--- src/design/tcw_pkg.sv ---
// Package for the text console writer: shared constants, command codes,
// payload structs and the types that pass between the front and back parts.
// No dependencies.
package tcw_pkg;

    localparam int unsigned COLUMNS_DEFAULT = 80;
    localparam int unsigned ROWS_DEFAULT    = 25;

    // Depths of the operation queue and the result queue; powers of two.
    localparam int unsigned OPQ_DEPTH  = 2;
    localparam int unsigned RESQ_DEPTH = 2;

    localparam logic [1:0] CMD_PUT   = 2'd0;
    localparam logic [1:0] CMD_CLEAR = 2'd1;
    localparam logic [1:0] CMD_READ  = 2'd2;

    localparam logic [7:0] NEWLINE_CODE = 8'd10;
    localparam logic [7:0] SPACE_CODE   = 8'h20;
    localparam logic [7:0] ATTR_RESET   = 8'd15;

    typedef struct packed {
        logic [1:0]  command;
        logic [7:0]  char_code;
        logic [10:0] cell_address;
    } t_in_item;

    typedef struct packed {
        logic [6:0]  cursor_column;
        logic [4:0]  cursor_row;
        logic [15:0] cell_data;
    } t_out_item;

    typedef enum logic [2:0] {
        OP_PUT,
        OP_NEWLINE,
        OP_CLEAR,
        OP_READ,
        OP_NOP
    } t_op_kind;

    typedef struct packed {
        t_op_kind    kind;
        logic [7:0]  char_code;
        logic [10:0] cell_address;
    } t_op_entry;

    typedef struct packed {
        logic      valid;
        t_op_entry entry;
    } t_op_port;

    typedef struct packed {
        logic init_busy;
    } t_back_status;

endpackage

--- src/design/tcw_front.sv ---
// Front part of the text console writer: accepts transactions, classifies
// them into operations and holds them in a short queue for the back part.
// Depends on tcw_pkg.
module tcw_front
    import tcw_pkg::*;
#(
    parameter int unsigned COLUMNS = COLUMNS_DEFAULT,
    parameter int unsigned ROWS    = ROWS_DEFAULT
) (
    input  logic         i_clk,
    input  logic         i_rst_n,
    input  logic         i_push,
    input  t_in_item     i_item,
    output logic         o_full,
    input  t_back_status i_status,
    output t_op_port     o_op,
    input  logic         i_op_pop
);

    localparam int unsigned CellCount = COLUMNS * ROWS;
    localparam int unsigned PW = (OPQ_DEPTH > 1) ? $clog2(OPQ_DEPTH) : 1;
    localparam int unsigned NW = $clog2(OPQ_DEPTH + 1);

    t_op_entry       r_slot [OPQ_DEPTH];
    logic [PW-1:0]   r_wr_ptr, n_wr_ptr;
    logic [PW-1:0]   r_rd_ptr, n_rd_ptr;
    logic [NW-1:0]   r_count,  n_count;
    t_op_entry       entry;
    logic            accept;

    always_comb begin
        entry.char_code    = i_item.char_code;
        entry.cell_address = i_item.cell_address;
        unique case (i_item.command)
            CMD_PUT: begin
                entry.kind = (i_item.char_code == NEWLINE_CODE) ? OP_NEWLINE : OP_PUT;
            end
            CMD_CLEAR: begin
                entry.kind = OP_CLEAR;
            end
            CMD_READ: begin
                // A read beyond the screen returns zero and is handled as a no-op.
                entry.kind = (32'(i_item.cell_address) < CellCount) ? OP_READ : OP_NOP;
            end
            default: begin
                entry.kind = OP_NOP;
            end
        endcase
    end

    assign o_full = (r_count == NW'(OPQ_DEPTH)) || i_status.init_busy;
    assign accept = i_push && !o_full;

    assign o_op.valid = (r_count != '0);
    assign o_op.entry = r_slot[r_rd_ptr];

    always_comb begin
        n_wr_ptr = accept   ? r_wr_ptr + PW'(1) : r_wr_ptr;
        n_rd_ptr = i_op_pop ? r_rd_ptr + PW'(1) : r_rd_ptr;
        n_count  = r_count + NW'(accept) - NW'(i_op_pop);
    end

    always_ff @(posedge i_clk) begin
        if (!i_rst_n) begin
            r_wr_ptr <= '0;
            r_rd_ptr <= '0;
            r_count  <= '0;
        end else begin
            r_wr_ptr <= n_wr_ptr;
            r_rd_ptr <= n_rd_ptr;
            r_count  <= n_count;
        end
    end

    always_ff @(posedge i_clk) begin
        if (accept) begin
            r_slot[r_wr_ptr] <= entry;
        end
    end

endmodule

--- config.mk ---
export PLATFORM = sky130hd
export DESIGN_NAME = tcw_front
export DESIGN_NICKNAME = d
export VERILOG_FILES = /design/src/design/tcw_pkg.sv /design/src/design/tcw_front.sv
export SDC_FILE = /design/constraint.sdc
export NUM_CORES = 1
export LEC_CHECK = 0
export BUFFER_PORTS_ARGS = -buffer_cell sky130_fd_sc_hd__buf_2
export CAP_MARGIN = 0
export CORE_MARGIN = 5
export CORE_UTILIZATION = 45
export CTS_BUF_LIST = sky130_fd_sc_hd__clkbuf_16
export CTS_CLUSTER_DIAMETER = 150
export DETAILED_ROUTE_END_ITERATION = 8
export PLACE_DENSITY = 0.81
export SLEW_MARGIN = 20
export SYNTH_ARGS = -nofsm -noshare
export SYNTH_HDL_FRONTEND = slang
export SYNTH_SLANG_ARGS = --single-unit
--- constraint.sdc ---
create_clock -name i_clk -period 2.2 [get_ports i_clk]
set_input_delay 0.33 -clock i_clk [delete_from_list [all_inputs] [get_ports i_clk]]
set_output_delay 0.33 -clock i_clk [all_outputs]
set_load 0.05 [all_outputs]
==> flow_summary.yaml <==
routing:
  drc_errors: 0
  first_iter_violations: 41
  wl_per_cell_microns: 15.97
  vias_per_cell: 4.991
  drt-total-wl_microns: 3401
  vias: 1063
  ant_nets: 0
  dr.pass1.iters: 4
yosys:
  synth_top_area_cell: "edfxtp_1"
  synth_area_sq_mm: 0.001893
  synth_common_cells: "44 x edfxtp_1, 22 x mux2_2, 6 x nor2_1"
  syn_avg_cell_area_sq_um: 17.86
  syn-num-nets: 134
  ys_seq_area_frac: 0.7508
  synth_flop_cell: "edfxtp_1"
  ys_ff_latch: 49
  synth_edf_count: 44
  synth_top_area_frac: 0.6980
  ys_types: 24
  synthTopCellsByArea: "edfxtp_1 70%, mux2_2 13%, dfxtp_1 5.3%"
  synthArstFlopShare: 0
  yosysMostFrequentCell: "edfxtp_1"
  syn-instance-count: 106
  yosys_warnings: 0
sta:
  worst_slack_ns: 0.1917
  rsz0062_at_grt: "no"
  fmax_ghz: 0.4979
  finalHoldViolations: 0
  worstMarginPinSlew_ns: 0.3044
  setup_viol: 0
  skew_ns: 0.007911
  slew_headroom: 0.7971
  post-route-period-util: 0.9129
  maxSlewViolCount: 0
  period_minus_slack_ns: 2.008
worst_setup_path:
  critical_path_required_ns: 2.40
  crit_end: "r_count[1]"
  ff2ff_path_depth: 8
  rr_endpoint: "r_count[1]"
  critPathKind: "register to register"
  worstReg2RegStart: "r_count[1]"
  arrival_ns: 2.21
  startpoint: "r_count[1]"
  ff2ff_setup_slack_ns: 0.19
  critPathLaunchType: "register"
  crit_fanout: 4
  end_kind: "register"
placement:
  dp.cells: 205
  place_ws_ns: 0.2076
  hpwl_microns: 2431
  portBuffers: 49
  placed_area_sq_mm: 0.002213
  place.gp.congestion: 0.7775
finish:
  syn2layout_area_growth_pct: 25.98
  drive_gt1_frac: 0.5399
  stdcell_count: 213
  final_cell_area_sq_mm: 0.002385
  diodes: 0
  finalNetCount: 190
floorplan:
  dieHeight_microns: 74.86
  die_w_microns: 74.86
  core_sq_mm: 0.004029
  io_pins: 50
  dieArea_sq_mm: 0.005604
  start_util: 0.4699
  num_rows: 23
clock_tree:
  clk_path_buf_depth: 2
  cts.htree.levels: 2
  clk-insertion-delay-late_ns: 0.29
  cts_resized: 0
  postCtsSetupRepairBufs: 0
  root_buffer: "clkbuf_16"
  path_clk_slew_ns: 0.06
  cts_tree: "done"
  ctsHoldBuffers: 0
  clock-sinks: 49
  cts_buffers: 5
power_and_ir_drop:
  leakage_nw: 0.9138
  vdd_drop_max_mv: 0.4564
  totalPowerFinal_mw: 2.336
  p_per_area_mw_per_mm2: 979.4
global_routing:
  grt_pass1_wl_microns: 5437
  grt_start_max_net_pins: 23
  track_usage: 0.1343
  antenna_found_initial: 0
  grt_pass1_vias: 1178
  overflow: 0
job:
  drv_cap: 0
hold_path:
  hp-class: "input pin to register"
outcome:
  status: "finished, final reports clean"
## kinds of logic (layout without fill, tap and decap cells)
group / after synthesis / after routing / share of synthesized area
buffers and inverters: 6 / 63 / 0.01388
AND/OR/NAND/NOR: 19 / 19 / 0.05949
XOR/XNOR: 2 / 2 / 0.009255
flip-flops: 49 / 49 / 0.7508
adder cells (fa/ha/maj): 2 / 2 / 0.01322
AO/OA/AOI/OAI: 4 / 4 / 0.01190
multiplexers: 24 / 24 / 0.1414
## worst min path at each step
stage | start | to | slack, ns | cells past startpoint
2_1_floorplan | i_item[0] | r_slot[0][0] | 0.43 | 0
5_1_grt | i_item[1] | r_slot[1][1] | 0.23 | 1
4_1_cts | i_item[1] | r_slot[0][1] | 0.23 | 1
3_5_place_dp | r_wr_ptr | r_wr_ptr | 0.52 | 2
6_report | i_item[1] | r_slot[1][1] | 0.23 | 1
3_3_place_gp | r_wr_ptr | r_wr_ptr | 0.47 | 2
## critical path: stages (launching register included)
cell	delay, ns
dfxtp_1	0.34
nor2b_4	0.14
or3b_1	0.44
ha_1	0.31
inv_1	0.04
ha_1	0.18
xor2_1	0.15
and2_2	0.19
nor3_1	0.14
## registers in the layout (all words and copies together), names as in the netlist, named ones only
register and flops:
r_count 2, r_rd_ptr 1, r_slot 44, r_wr_ptr 1
## layer usage
metal | vias up | part of all wire | track usage
met4 | 0 | 0.014 | 0.05929
met2 | 31 | 0.56 | 0.2427
met5 | - | 0 | 0
li1 | 511 | - | -
met3 | 4 | 0.076 | 0.04940
met1 | 517 | 0.35 | 0.1377
## through the flow
stage                     TNS, ns    util  hold WS (ns)
after floorplan            -1.997       -        0.4289
after global placement          0  0.5494        0.4715
after detailed placement        0  0.5494        0.5154
after CTS                       0  0.5919        0.2291
after global routing            0  0.5919        0.2325
final                           0  0.5919        0.2314
## where the power goes
part / internal (mW) / switching [mW] / total (mW) / leakage (nW)
Sequential: 1.07 / 0.0191 / 1.09 / 0.445
Combinational: 0.123 / 0.274 / 0.397 / 0.389
Clock: 0.537 / 0.313 / 0.850 / 0.0800
## cell type report
class	instances	area, sq um
fillers	331	1644
flip-flops and latches	49	1421
multi-input cells	51	450.4
repair buffers	52	267.8
clock buffers	5	125.1
well taps	50	62.56
clock inverters	3	46.29
inverters	3	11.26
## cells in the final DEF (no fill, tap or decap)
master,count
buf_2,49
edfxtp_1,44
mux2_2,22
dfxtp_1,5
clkbuf_16,5
nor2_1,4
inv_1,3
buf_4,3
or2_2,2
o21ai_0,2
mux2i_1,2
nor2_2,2
nand2_1,2
ha_1,2
nor2b_4,1
nand4_1,1
o21a_1,1
or3b_1,1
nor4_1,1
nor3b_1,1
nand4b_1,1
a21oi_1,1
xnor2_1,1
and2_1,1
xor2_1,1
and2_2,1
nor3_1,1
clkinv_4,1
bufinv_16,1
clkinvlp_4,1
No activity file was read; power rests on OpenSTA's default activity.
